**src/rtl/cvm_pkg.sv**
```systemverilog
`default_nettype none

package cvm_pkg;

  // default number of voices
  localparam int VOICES_DEF = 4;

  // item kinds (s_tuser)
  localparam logic [1:0] KIND_SAMPLE = 2'd0;
  localparam logic [1:0] KIND_ENV    = 2'd1;
  localparam logic [1:0] KIND_WRITE  = 2'd2;
  localparam logic [1:0] KIND_RESET  = 2'd3;

  // voice register selects
  localparam logic [2:0] REG_FREQ    = 3'd0;
  localparam logic [2:0] REG_SHAPE   = 3'd1;
  localparam logic [2:0] REG_PWIDTH  = 3'd2;
  localparam logic [2:0] REG_ATTACK  = 3'd3;
  localparam logic [2:0] REG_DECAY   = 3'd4;
  localparam logic [2:0] REG_SUSTAIN = 3'd5;
  localparam logic [2:0] REG_RELEASE = 3'd6;
  localparam logic [2:0] REG_STAGE   = 3'd7;

  // waveform codes
  localparam logic [1:0] SHAPE_TRI   = 2'd0;
  localparam logic [1:0] SHAPE_PULSE = 2'd1;
  localparam logic [1:0] SHAPE_SAW   = 2'd2;
  localparam logic [1:0] SHAPE_NOISE = 2'd3;

  // envelope stages (zero and three both mean release)
  localparam logic [1:0] STAGE_RELEASE = 2'd0;
  localparam logic [1:0] STAGE_ATTACK  = 2'd1;
  localparam logic [1:0] STAGE_DECAY   = 2'd2;

  // constants
  localparam logic [15:0] LFSR_SEED  = 16'hACE1;
  localparam logic [15:0] LFSR_TAPS  = 16'hB400;
  localparam logic [15:0] NOISE_DROP = 16'd16384;
  localparam logic [14:0] AMP_PEAK   = 15'h7fff;
  localparam logic [7:0]  WAVE_MID   = 8'd128;
  localparam logic [7:0]  WAVE_HALF  = 8'd64;

  // stored state of one voice
  typedef struct packed {
    logic [15:0] phase;
    logic [15:0] step;
    logic [1:0]  shape;
    logic [7:0]  pthr;
    logic [7:0]  attack;
    logic [7:0]  decay;
    logic [7:0]  sustain;
    logic [7:0]  release_rate;
    logic [1:0]  stage;
    logic [14:0] amp;
    logic [7:0]  held;
  } voice_t;

  // results of one pass of the voice unit
  typedef struct packed {
    logic [15:0]        phase;
    logic [7:0]         held;
    logic signed [7:0]  value;
    logic [14:0]        amp;
    logic [1:0]         stage;
  } voice_upd_t;

endpackage

`default_nettype wire

```
**src/rtl/cvm_voice_alu.sv**
```systemverilog
`default_nettype none

module cvm_voice_alu
  import cvm_pkg::*;
(
  input  voice_t      vs,
  input  logic [15:0] lfsr,
  output voice_upd_t  upd
);

  logic [15:0] phase_sum;
  logic [7:0]  ph;
  logic [16:0] att_sum;
  logic [14:0] lvl;
  logic [16:0] dec_diff;
  logic [16:0] rel_diff;

  // oscillator: advance phase, pick waveform value; then envelope step
  always_comb begin
    phase_sum = vs.phase + vs.step;
    ph        = phase_sum[15:8];
    upd.phase = phase_sum;
    upd.held  = vs.held;
    unique case (vs.shape)
      SHAPE_TRI: begin
        if (ph < 8'd128) upd.value = $signed(ph - WAVE_HALF);
        else             upd.value = $signed(8'd192 - ph);
      end
      SHAPE_PULSE: begin
        upd.value = (ph < vs.pthr) ? $signed(8'd0 - WAVE_HALF) : $signed(WAVE_HALF - 8'd1);
      end
      SHAPE_SAW: begin
        upd.value = $signed({1'b0, ph[7:1]} - WAVE_HALF);
      end
      default: begin
        // noise: resample the shared register once phase passes a quarter
        if (ph > 8'd64) begin
          upd.held  = {1'b0, lfsr[15:9]} - WAVE_HALF;
          upd.phase = phase_sum - NOISE_DROP;
        end
        upd.value = $signed(upd.held);
      end
    endcase

    // envelope step
    att_sum  = {2'b00, vs.amp} + {1'b0, vs.attack, 8'h00};
    lvl      = vs.sustain[7] ? AMP_PEAK : {vs.sustain[6:0], 8'h00};
    dec_diff = {2'b00, vs.amp} - {1'b0, vs.decay, 8'h00};
    rel_diff = {2'b00, vs.amp} - {5'b0, vs.release_rate, 4'h0};
    upd.amp   = vs.amp;
    upd.stage = vs.stage;
    unique case (vs.stage)
      STAGE_ATTACK: begin
        if (att_sum >= {2'b00, AMP_PEAK}) begin
          upd.amp   = AMP_PEAK;
          upd.stage = STAGE_DECAY;
        end else begin
          upd.amp = att_sum[14:0];
        end
      end
      STAGE_DECAY: begin
        if ($signed(dec_diff) < $signed({2'b00, lvl})) upd.amp = lvl;
        else                                           upd.amp = dec_diff[14:0];
      end
      default: begin
        if (rel_diff[16]) upd.amp = '0;
        else              upd.amp = rel_diff[14:0];
      end
    endcase
  end

endmodule

`default_nettype wire

```
**src/rtl/chiptune_voice_mixer_adsr.sv**
```systemverilog
// channel | dir | tdata (low bit up)                   | tuser
// s_*     | in  | voice[1:0] reg_sel[4:2] wdata[20:5]  | kind[1:0]
// m_*     | out | sample[7:0]                          | -
//
// Sample tick: an accept step, one pass per voice on the shared voice unit and
// multiplier, then a scale/output step that waits for a free output register.
// Envelope tick: accept, one pass per voice. Register write, voice reset: accept.
// Reset (rst, synchronous) clears all voice state and seeds the noise LFSR.
// A sample waits in the output register; a new tick stalls only in the last
// step while the previous sample is not taken.
`default_nettype none

module chiptune_voice_mixer_adsr
  import cvm_pkg::*;
#(
  parameter int VOICES = VOICES_DEF
) (
  input  wire         clk,
  input  wire         rst,
  input  wire         s_tvalid,
  output logic        s_tready,
  input  wire  [23:0] s_tdata,   // voice[1:0], reg_sel[4:2], wdata[20:5], zero pad
  input  wire  [1:0]  s_tuser,   // kind[1:0]
  output logic        m_tvalid,
  input  wire         m_tready,
  output logic [7:0]  m_tdata    // sample[7:0]
);

  localparam int VW = (VOICES > 1) ? $clog2(VOICES) : 1;
  localparam logic [VW-1:0] LAST = VW'(VOICES - 1);

  localparam logic [1:0] ST_IDLE = 2'd0;
  localparam logic [1:0] ST_SAMP = 2'd1;
  localparam logic [1:0] ST_ENV  = 2'd2;
  localparam logic [1:0] ST_FIN  = 2'd3;

  voice_t      vst [VOICES];
  logic [15:0] lfsr;
  logic [15:0] lfsr_next;
  logic [1:0]  state;
  logic [VW-1:0] cnt;
  logic signed [16:0] mix;
  logic signed [16:0] mix_next;
  logic signed [15:0] prod;
  voice_upd_t  upd;
  logic        s_fire;
  logic [1:0]  s_voice;
  logic [2:0]  s_reg;
  logic [15:0] s_wdata;
  logic signed [16:0] scaled;
  logic signed [16:0] third;
  logic signed [16:0] third10;
  logic [7:0]  sample;

  assign s_voice  = s_tdata[1:0];
  assign s_reg    = s_tdata[4:2];
  assign s_wdata  = s_tdata[20:5];
  assign s_tready = (state == ST_IDLE);
  assign s_fire   = s_tvalid && s_tready;

  // noise register step
  assign lfsr_next = (lfsr >> 1) ^ (lfsr[0] ? LFSR_TAPS : 16'h0000);

  // shared voice unit on the voice under the counter
  cvm_voice_alu u_alu (
    .vs   (vst[cnt]),
    .lfsr (lfsr),
    .upd  (upd)
  );

  // value times amplitude, accumulated
  assign prod     = upd.value * $signed({1'b0, vst[cnt].amp[14:8]});
  assign mix_next = mix + 17'(prod);

  // scale by voice count (above four voices as for four), offset to unsigned
  always_comb begin
    third   = mix >>> 6;
    third10 = (third <<< 3) + (third <<< 1);
    if (VOICES == 1)      scaled = mix >>> 6;
    else if (VOICES == 2) scaled = mix >>> 7;
    else if (VOICES == 3) scaled = third10 >>> 5;
    else                  scaled = mix >>> 8;
    sample = scaled[7:0] + WAVE_MID;
  end

  // sequencer and state
  always_ff @(posedge clk) begin
    if (rst) begin
      for (int i = 0; i < VOICES; i++) vst[i] <= '0;
      lfsr     <= LFSR_SEED;
      state    <= ST_IDLE;
      cnt      <= '0;
      mix      <= '0;
      m_tvalid <= 1'b0;
      m_tdata  <= '0;
    end else begin
      // the final step reloads the output register itself
      if (m_tvalid && m_tready && (state != ST_FIN)) m_tvalid <= 1'b0;
      unique case (state)
        ST_IDLE: begin
          if (s_fire) begin
            unique case (s_tuser)
              KIND_SAMPLE: begin
                lfsr  <= lfsr_next;
                cnt   <= '0;
                mix   <= '0;
                state <= ST_SAMP;
              end
              KIND_ENV: begin
                cnt   <= '0;
                state <= ST_ENV;
              end
              KIND_WRITE: begin
                if (32'(s_voice) < VOICES) begin
                  unique case (s_reg)
                    REG_FREQ:    vst[s_voice[VW-1:0]].step         <= s_wdata;
                    REG_SHAPE:   vst[s_voice[VW-1:0]].shape        <= s_wdata[1:0];
                    REG_PWIDTH:  vst[s_voice[VW-1:0]].pthr         <= s_wdata[7:0];
                    REG_ATTACK:  vst[s_voice[VW-1:0]].attack       <= s_wdata[7:0];
                    REG_DECAY:   vst[s_voice[VW-1:0]].decay        <= s_wdata[7:0];
                    REG_SUSTAIN: vst[s_voice[VW-1:0]].sustain      <= s_wdata[7:0];
                    REG_RELEASE: vst[s_voice[VW-1:0]].release_rate <= s_wdata[7:0];
                    default:     vst[s_voice[VW-1:0]].stage        <= s_wdata[1:0];
                  endcase
                end
              end
              default: begin
                for (int i = 0; i < VOICES; i++) begin
                  vst[i].phase <= '0;
                  vst[i].step  <= '0;
                  vst[i].stage <= STAGE_RELEASE;
                end
              end
            endcase
          end
        end
        ST_SAMP: begin
          vst[cnt].phase <= upd.phase;
          vst[cnt].held  <= upd.held;
          mix            <= mix_next;
          if (cnt == LAST) state <= ST_FIN;
          else             cnt   <= cnt + VW'(1);
        end
        ST_ENV: begin
          vst[cnt].amp   <= upd.amp;
          vst[cnt].stage <= upd.stage;
          if (cnt == LAST) state <= ST_IDLE;
          else             cnt   <= cnt + VW'(1);
        end
        default: begin
          // hold until the output register is free
          if (!m_tvalid || m_tready) begin
            m_tdata  <= sample;
            m_tvalid <= 1'b1;
            state    <= ST_IDLE;
          end
        end
      endcase
    end
  end

endmodule

`default_nettype wire

```
**config.mk**
```make
export PLATFORM = sky130hd
export DESIGN_NAME = chiptune_voice_mixer_adsr
export DESIGN_NICKNAME = d
export VERILOG_FILES = /design/src/rtl/cvm_pkg.sv /design/src/rtl/cvm_voice_alu.sv /design/src/rtl/chiptune_voice_mixer_adsr.sv
export SDC_FILE = /design/constraint.sdc
export NUM_CORES = 1
export LEC_CHECK = 0
export CAP_MARGIN = 40
export CORE_UTILIZATION = 60
export DETAILED_ROUTE_END_ITERATION = 8
export DONT_BUFFER_PORTS = 1
export GPL_TIMING_DRIVEN = 0
export PLACE_DENSITY = 0.83
export SYNTH_ARGS = -nofsm -noshare
export SYNTH_HDL_FRONTEND = slang
export SYNTH_SLANG_ARGS = --single-unit
```
**constraint.sdc**
```tcl
create_clock -name clk -period 11.2 [get_ports clk]
set_input_delay 1.68 -clock clk [delete_from_list [all_inputs] [get_ports clk]]
set_output_delay 1.68 -clock clk [all_outputs]
set_load 0.02 [all_outputs]
```
Word-level counts from Yosys, hierarchy flattened
Memories as Yosys holds them, arrays and structs flattened. A register that Yosys moved wholly into a read port is not among the register bits.
Index checks and enable logic that the tools add are counted.
W data, S select, Z words.
{"block": "totals", "wordCells": 197, "reg_bits": 46, "input_bits": 30, "memories": 1, "output_inout_bits": 10, "ramBits": 396}
{"block": "classes", "multipliers": 1, "magnitude_cmp": 5, "n_mux": 110, "n_eq_ne": 23, "add_sub_neg": 12, "bitwise_logic": 14, "reduce_logical": 25}
{"name": "vst", "depth": 4, "word_bits": 99, "rd": 1, "rd_clocked_by_memory_dff": 1, "write_ports": 4, "line": "chiptune_voice_mixer_adsr.sv:37", "source": "voice_t vst [VOICES];"}
{"cell": "$mux W99", "n": 2}
{"cell": "$reduce_or A99 Y1", "n": 2}
{"cell": "$mux W16", "n": 9}
{"cell": "$mux W1", "n": 64}
{"cell": "$mux W15", "n": 4}
{"cell": "$mux W24", "n": 2}
{"cell": "$mux W17", "n": 2}
{"cell": "$mux W2", "n": 17}
{"cell": "$pmux W17 S2", "n": 1}
{"cell": "$pmux W15 S2", "n": 1}
{"cell": "$pmux W8 S3", "n": 1}
{"cell": "$add A15 B16 Y17", "n": 1}
{"cell": "$add A17 B16 Y17", "n": 1}
{"cell": "$ge A17 B15 Y1 const B", "n": 1}
{"cell": "$lt A17 B16 Y1", "n": 1}
{"cell": "$sub A15 B16 Y17", "n": 1}
{"cell": "$add A16 B16 Y16", "n": 1}
{"cell": "$mul A8 B8 Y16", "n": 1}
{"cell": "$mux W8", "n": 2}
{"cell": "$sub A15 B12 Y16", "n": 1}
{"cell": "$sub A16 B15 Y16 const B", "n": 1}
{"cell": "$sub A7 B7 Y8 const B", "n": 2}
{"cell": "$xor A15 B16 Y16", "n": 1}
{"cell": "$or A1 B1 Y1", "n": 12}
{"cell": "other kinds (34)", "n": 59}

Depth between registers and ports, before layout
Gate-level depths: netlist of run 1.
{"block": "depth", "word_depth": 11, "depth_mapped": 45, "ltp_nobuf": 37}

Hierarchy
From an unflattened synthesis of run 1, not the netlist that was laid out.
{"block": "unflattened", "cells_unflattened": 2195, "area_unflattened_um2": 25064.0}
{"mod": "chiptune_voice_mixer_adsr", "seq_area_each_um2": 12832.3, "instances": 1, "cells_per_inst": 1709, "area_per_inst_um2": 21714.6}
{"mod": "cvm_voice_alu", "seq_area_each_um2": 0.0, "instances": 1, "cells_per_inst": 486, "area_per_inst_um2": 3349.5}

Worst setup path after synthesis of run 1
No wires, ideal clock.
{"block": "synth_timing", "kind": "register to register", "startpoint": "register (tool-made name)", "endpoint": "register mix[15]", "arrival_time_ns": 10.063, "path_buffers": 8, "slack_ns": 1.075, "path_stages_with_launch": 40, "path_cell_list": "dfxtp_1 buf_4 buf_4 buf_4 buf_2 buf_2 buf_2 buf_2 mux4_2 ha_1 fa_1 a211oi_1 o21ai_2 a31oi_1 or4_1 and3_1 buf_2 inv_1 [... 4 more ...] o21ai_0 a221oi_2 o211ai_2 nor2_1 fa_1 fa_1 fa_1 inv_1 fa_1 inv_1 ha_1 or2_2 a21oi_1 a21oi_1 a31oi_1 o21ai_0 or3_1 nand3_1"}
{"element": "to (signal assigned)", "line": "chiptune_voice_mixer_adsr.sv:140", "source": "mix <= mix_next;"}
{"element": "to (decl)", "line": "chiptune_voice_mixer_adsr.sv:42", "source": "logic signed [16:0] mix;"}

==> key figures, run 1 <==
Synthesis
  • Synth Area in Compound Gates: 7.61%
  • Simple-gate share of the synthesized area: 14.9%
  • Netlist cell types: 85
  • Share of flip-flops with an asynchronous set or reset: 0%
  • Mux share of post-synthesis cell area: 9.38%
  • Synth area leaders: edfxtp_1 (48%), mux4_2 (8.1%), nor2_1 (7.1%)
  • Syn Std Cell Area: 25000 um^2
  • Synthesized area per cell: 11.4 um^2
  • Yosys warnings: 0
  • Synth Area in Adders: 10.3%
  • Post-synth EDFFs: 396
  • Synth top area share: 47.7%
  • Register area share after synthesis: 51.4%
  • Post-synthesis net count: 2381
  • Most used flip-flop cell after synthesis: edfxtp_1
  • Largest family of logic cells by synthesized area: simple AND/OR/NAND/NOR gates
  • Yosys top cell by area: edfxtp_1
  • Flops & latches, synth: 443
  • Post-Synth XOR/XNOR Area: 1.72%
  • Synthesized instance count: 2185

Critical path
  • CP Launch Type: register
  • CP max FO: 19
  • Slowest-stage cell, CP: fa_1
  • CP endpoint kind: register
  • Crit path DAT: 11.33 ns
  • Worst EP required: 11.65 ns
  • Critical path's largest stage delay: 0.59 ns
  • Kind of critical path: reg -> reg

Timing
  • Endpoints failing hold: 0
  • Worst-Margin Slew: 0.998 ns
  • Max Transition Viols Final: 0
  • Final Setup Violations: 0
  • Layout Skew: 0.0251 ns
  • Tcrit/Tclk final: 97.1%
  • Max-slew headroom: 32.9%
  • Crit path time final: 10.88 ns
  • F_max: 0.0920 GHz
  • RSZ-0062 raised after global routing: no

Global route
  • Largest net degree at the start of global routing: 20
  • Initial antenna violation count: 0
  • Congestion Overflow GR: 0
  • Vias in the first global route: 18000
  • Total global-route track usage: 32.0%
  • First-pass GRT wire length: 101000 um

Floorplanning
  • DIE AREA: 42400 um^2
  • Die height: 206 um
  • Cell row count: 74
  • Io pins: 40
  • Initial Utilization: 61.0%
  • Core area: 40900 um^2
  • Die width: 206 um

Drt
  • Remaining DRCs: 0
  • Vias/cell: 6.41
  • First-pass DRT Iterations: 6
  • Final wirelength: 65700 um
  • Post-route antenna net violation count: 0
  • Initial DRC count: 2351
  • Via count: 18000
  • Post-DR wirelength/cell: 23.4 um

Layout
  • Multi-input gate area in the final layout: 11000 um^2
  • Diodes inserted: 0
  • Layout area overhead: 9.06%
  • Layout cells sized above 1: 10.7%
  • Reg area: 12800 um^2
  • # fillers: 2907
  • Nets: 2431
  • Post-Layout Inst Area: 27200 um^2

Placement
  • GPL Wtd Cong: 0.957
  • DP Wirelength: 47100 um
  • PortBufs: 0
  • Placed Area: 25600 um^2

Clocking
  • CTS Sinks: 443
  • Clock Tree Buf Depth: 3
  • CTS buffer count: 46
  • H-tree lvl count: 2
  • Hold Buf Count CTS: 0
  • Clock latency on the worst-skew pair: 0.61 ns
  • Clock-pin slew on the worst setup and hold paths: 0.07 ns
  • CTS root buffer: clkbuf_16
  • Clock tree from TritonCTS: done

Hold path
  • Hold WC Path Type: reg -> reg

Status
  • Status: complete, no violations

Flow run
  • Max cap viols: 0
==> kinds of logic after synthesis <==
group / count (synthesis)
DFF: 443
xor gates and xnor gates: 49
AOI/OAI and AO/OA: 270
adders and majority gates: 167
buffers and inverters: 285
and+or+nand+nor: 851
muxes: 120
==> placed cells by master, fill, tap and decap left out, types with 7 or more instances in the layout <==
cell type / synthesis / layout
nor2_1: 475 / 474
edfxtp_1: 396 / 396
inv_1: 180 / 180
nand2_1: 160 / 160
ha_1: 100 / 100
mux4_2: 90 / 90
clkbuf_1: 68 / 72
a21oi_1: 67 / 67
fa_1: 66 / 66
clkbuf_16: 0 / 48
nand2b_1: 47 / 47
dfxtp_1: 47 / 47
o21ai_0: 40 / 40
xnor2_1: 37 / 37
nor3_1: 36 / 36
nand3_1: 27 / 27
mux2i_1: 19 / 19
nor2b_1: 19 / 19
buf_2: 23 / 17
a21o_1: 15 / 15
a211oi_1: 15 / 14
nand3b_1: 13 / 13
a31oi_1: 13 / 13
xor2_1: 12 / 12
mux2_2: 11 / 11
o21ai_1: 11 / 11
o211ai_1: 11 / 11
or3_1: 10 / 10
or2_1: 10 / 10
and3_1: 9 / 9
o21a_1: 9 / 9
or2_2: 9 / 9
clkinv_2: 0 / 9
buf_4: 4 / 8
nand4_1: 8 / 8
a22oi_1: 8 / 8
clkinv_1: 0 / 8
o221ai_1: 7 / 7
==> synthesized netlist by cell type (all sizes together), types with 20 or more instances <==
cell type,instances
ha,100
or2,20
xnor2,37
nand3,29
o21ai,53
a21oi,68
mux4,90
nor2,475
nor3,37
clkbuf,68
fa,66
inv,181
buf,35
nand2,160
nand2b,47
dfxtp,47
edfxtp,396
==> per-layer routing <==
metal	vias to the layer above	GRT usage, %	wire length (um)
met4	0	12.6	2740
met3	203	6.42	6890
met5	-	0	0
li1	7837	-	-
met1	8813	41.2	24300
met2	1120	53.3	31800
==> registers in the layout, summed over array words and instances (netlist names), named ones only <==
name / cells
vst: 396
mix: 16
lfsr: 16
m_tdata: 8
cnt: 2
m_tvalid: 1
state: 2
==> critical path, delay by kind of cell, from the launching register on <==
family                     cells  cell delay (ns)
adders and majority gates      7             2.49
buffers and inverters         12             2.62
DFF                            1             0.30
xor gates and xnor gates       1             0.18
AOI/OAI and AO/OA             15             3.70
muxes                          1             0.41
and+or+nand+nor                6             1.00
==> metrics by stage <==
step,setup slack (ns),setup TNS [ns],util (%),instances,hold slack (ns)
6_report,0.325,0,66.5,2805,0.449
5_1_grt,0.0214,0,66.5,2805,0.483
4_1_cts,0.0694,0,66.5,2807,0.453
3_5_place_dp,-1.14,-5.53,62.7,2721,0.447
3_3_place_gp,-1.04,-5.12,62.6,2717,0.438
2_1_floorplan,1.08,0,-,2185,0.432
==> cell type report <==
class                      count  share of cell area [%]
buffer                        98                    1.70
clock buffer                  59                    4.73
clock inverter                27                   0.878
inverter                     182                    2.56
multi-input combinational   1457                    40.4
sequential                   443                    47.1
tap                          532                    2.45
timing repair buffer           7                   0.175
==> worst paths after layout <==
kind | from | endpoint | slack [ns] | cells past startpoint
setup / recovery | register | mix[14]$_SDFFE_PP0P_ | 0.32 | 42
hold / removal | lfsr[2]$_SDFFE_PP0P_ | lfsr[1]$_SDFFE_PP0P_ | 0.45 | 2
setup reg to reg | register | mix[14]$_SDFFE_PP0P_ | 0.32 | 42
hold reg to reg | lfsr[2]$_SDFFE_PP0P_ | lfsr[1]$_SDFFE_PP0P_ | 0.45 | 2
==> timing repair <==
action	4_1_cts	5_1_grt
gates cloned	0	0
resized for setup	9	8
setup buffers	2	0
endpoints found under the setup margin	9	4
pin swaps	1	0
Power of run 1 is left out: the tool's default activity adds up to more than one toggle a clock period on the data nets, which glitch-free logic cannot reach.
==> run 2, diff against run 1 <==
--- a/config.mk
+++ b/config.mk
@@ -6,7 +6,7 @@
 export NUM_CORES = 1
 export LEC_CHECK = 0
 export CAP_MARGIN = 40
-export CORE_UTILIZATION = 60
+export CORE_UTILIZATION = 58
 export DETAILED_ROUTE_END_ITERATION = 8
 export DONT_BUFFER_PORTS = 1
 export GPL_TIMING_DRIVEN = 0
==> constraint.sdc (replaced) <==
create_clock -name clk -period 10 [get_ports clk]
set_input_delay 1.5 -clock clk [delete_from_list [all_inputs] [get_ports clk]]
set_output_delay 1.5 -clock clk [all_outputs]
set_load 0.02 [all_outputs]
==> run 2 against run 1 <==
Routed wire length rose by 1.5%. Via count rose by 1.4%. Critical endpoint is now mix[15]$_SDFFE_PP0P_. Critical path depth fell by 7. Non-clock buffer count rose by 20. Worst hold slack improved by 0.0081 ns. Highest routed layer unchanged.
==> key figures, run 2 (synthesized netlist as in run 1, its figures left out) <==
Timing
  • Max Transition Viols Final: 0 (unchanged)
  • RSZ-0062 raised after global routing: no
  • Tcrit/Tclk final: 95.3% (-1.8 points)
  • Layout Skew: 0.0334 ns (+0.00833 ns)
  • Endpoints failing hold: 0 (unchanged)
  • Crit path time final: 9.53 ns (-1.35 ns)
  • F_max: 0.105 GHz (+14%)
  • Max-slew headroom: 33.2% (+0.23 points)
  • Worst-Margin Slew: 1.00 ns (+0.00416 ns)
  • Final Setup Violations: 0 (unchanged)

Drt
  • First-pass DRT Iterations: 6 (unchanged)
  • Via count: 18200 (+1.4%)
  • Vias/cell: 6.44 (+0.45%)
  • Post-route antenna net violation count: 0 (unchanged)
  • Remaining DRCs: 0 (unchanged)
  • Initial DRC count: 2168 (-7.8%)
  • Final wirelength: 66700 um (+1.5%)
  • Post-DR wirelength/cell: 23.6 um (+0.56%)

Layout
  • Largest registers: vst x396, lfsr x16, mix x16
  • Max reg flops: 396 (unchanged)
  • Layout cells sized above 1: 11.5% (+0.76 points)
  • Post-Layout Inst Area: 27500 um^2 (+1.1%)
  • Biggest register: vst
  • Most frequent cells in the layout: nor2_1 (472), edfxtp_1 (396), inv_1 (180), nand2_1 (160), ha_1 (100)
  • Leading cell type in the layout, fill and taps excluded: nor2_1
  • Nets: 2451 (+0.82%)
  • Layout area overhead: 10.3%
  • Post-layout util: 65.2% (-1.3 points)

Clocking
  • CTS Sinks: 443 (unchanged)
  • CTS root buffer: clkbuf_16
  • Hold Buf Count CTS: 0 (unchanged)
  • Clock tree from TritonCTS: done
  • CTS buffer count: 46 (unchanged)
  • Clock Tree Buf Depth: 3 (unchanged)
  • Clock latency on the worst-skew pair: 0.60 ns (about the same)
  • H-tree lvl count: 2 (unchanged)
  • Clock-pin slew on the worst setup and hold paths: 0.06 ns (about the same)

Global route
  • Total global-route track usage: 30.7% (-1.3 points)
  • Vias in the first global route: 18100 (+0.20%)
  • Congestion Overflow GR: 0 (unchanged)
  • First-pass GRT wire length: 101000 um (+0.42%)
  • Initial antenna violation count: 2 (+2)
  • Largest net degree at the start of global routing: 20 (unchanged)

Critical path
  • Critical path's largest stage delay: 0.52 ns (-0.07 ns)
  • CP Launch Type: register
  • CP max FO: 19 (unchanged)
  • Crit path to: mix[15]$_SDFFE_PP0P_
  • CP most frequent cell: fa_1
  • Crit path DAT: 10.05 ns (-1.28 ns)
  • Kind of critical path: reg -> reg
  • R2R Setup Slk: 0.47 ns (+0.15 ns)
  • Worst flop-to-flop path endpoint: mix[15]$_SDFFE_PP0P_
  • Worst EP required: 10.53 ns (-1.12 ns)
  • CP endpoint kind: register
  • Slowest-stage cell, CP: fa_1
  • Cells on worst reg2reg path: 35 (-17%)

Hold path
  • Hold WC Path Type: reg -> reg
  • Hold Crit Depth: 2 (unchanged)

Placement
  • PortBufs: 0 (unchanged)
  • DP Wirelength: 46800 um (-0.64%)
  • GPL Wtd Cong: 0.941 (-1.7%)
  • Placed Area: 25600 um^2 (about the same)

Status
  • Status: complete, no violations

Flow run
  • Max cap viols: 0 (unchanged)

Floorplanning
  • Cell row count: 75 (+1.4%)
  • Initial Utilization: 59.1% (-1.9 points)
  • Io pins: 40 (unchanged)
  • DIE AREA: 43900 um^2 (+3.4%)
  • Core area: 42200 um^2 (+3.2%)
  • Die width: 209 um (+1.7%)
  • Die height: 209 um (+1.7%)
run 2: worst max-delay path: cells and delay by family, from the launching register on:
family | cells | cell delay, ns
mux | 1 | 0.38
buf+inv | 7 | 1.15
flops | 1 | 0.33
compound gates | 11 | 2.28
simple gates | 9 | 2.24
fa+ha+maj | 7 | 3.04
run 2: per-layer routing:
| layer | global-route usage, % | vias up | wire, um | part of all wire, % |
|---|---|---|---|---|
| li1 | - | 7888 | - | - |
| met1 | 38.8 | 8907 | 23700 | 36 |
| met2 | 50.8 | 1222 | 32200 | 48 |
| met3 | 6.24 | 205 | 7820 | 12 |
| met4 | 15.1 | 0 | 2960 | 4.4 |
| met5 | 0 | - | 0 | 0 |
run 2: area by class of cell:
| class | instances | area [um^2] |
|---|---|---|
| fillers | 2998 | 14700 |
| flip-flops and latches | 443 | 12800 |
| multi-input cells | 1457 | 11100 |
| clock buffers | 62 | 1230 |
| inverters | 182 | 696 |
| well taps | 539 | 674 |
| plain buffers | 96 | 529 |
| clock inverters | 20 | 253 |
| repair buffers | 29 | 250 |
| diodes | 3 | 7.51 |
run 2: metrics by stage:
stage	setup slack (ns)	TNS, ns	cells	hold WS, ns
2_1_floorplan	0.0224	0	2185	0.432
3_5_place_dp	-2.39	-19.03	2726	0.450
6_report	0.473	0	2831	0.457
4_1_cts	0.000407	0	2807	0.457
3_3_place_gp	-2.23	-18.39	2724	0.439
5_1_grt	0.0153	0	2830	0.470
run 2: worst min path at each step:
stage                         start                    to  slack, ns
2_1_floorplan   mix[1]$_SDFFE_PP0P_   mix[1]$_SDFFE_PP0P_       0.43
3_3_place_gp    mix[1]$_SDFFE_PP0P_   mix[1]$_SDFFE_PP0P_       0.44
3_5_place_dp    mix[3]$_SDFFE_PP0P_   mix[3]$_SDFFE_PP0P_       0.45
4_1_cts         mix[3]$_SDFFE_PP0P_   mix[3]$_SDFFE_PP0P_       0.46
5_1_grt        lfsr[5]$_SDFFE_PP1P_  lfsr[4]$_SDFFE_PP0P_       0.47
6_report       lfsr[5]$_SDFFE_PP1P_  lfsr[4]$_SDFFE_PP0P_       0.46
run 2: repair_timing:
item / CTS / global route
hold endpoints to repair: 0 / 0
pin swaps: 4 / 6
cloned: 0 / 2
endpoints found under the setup margin: 12 / 7
resized for setup: 45 / 16
buffers inserted: 3 / 22
Power of run 2 is left out for the same reason.
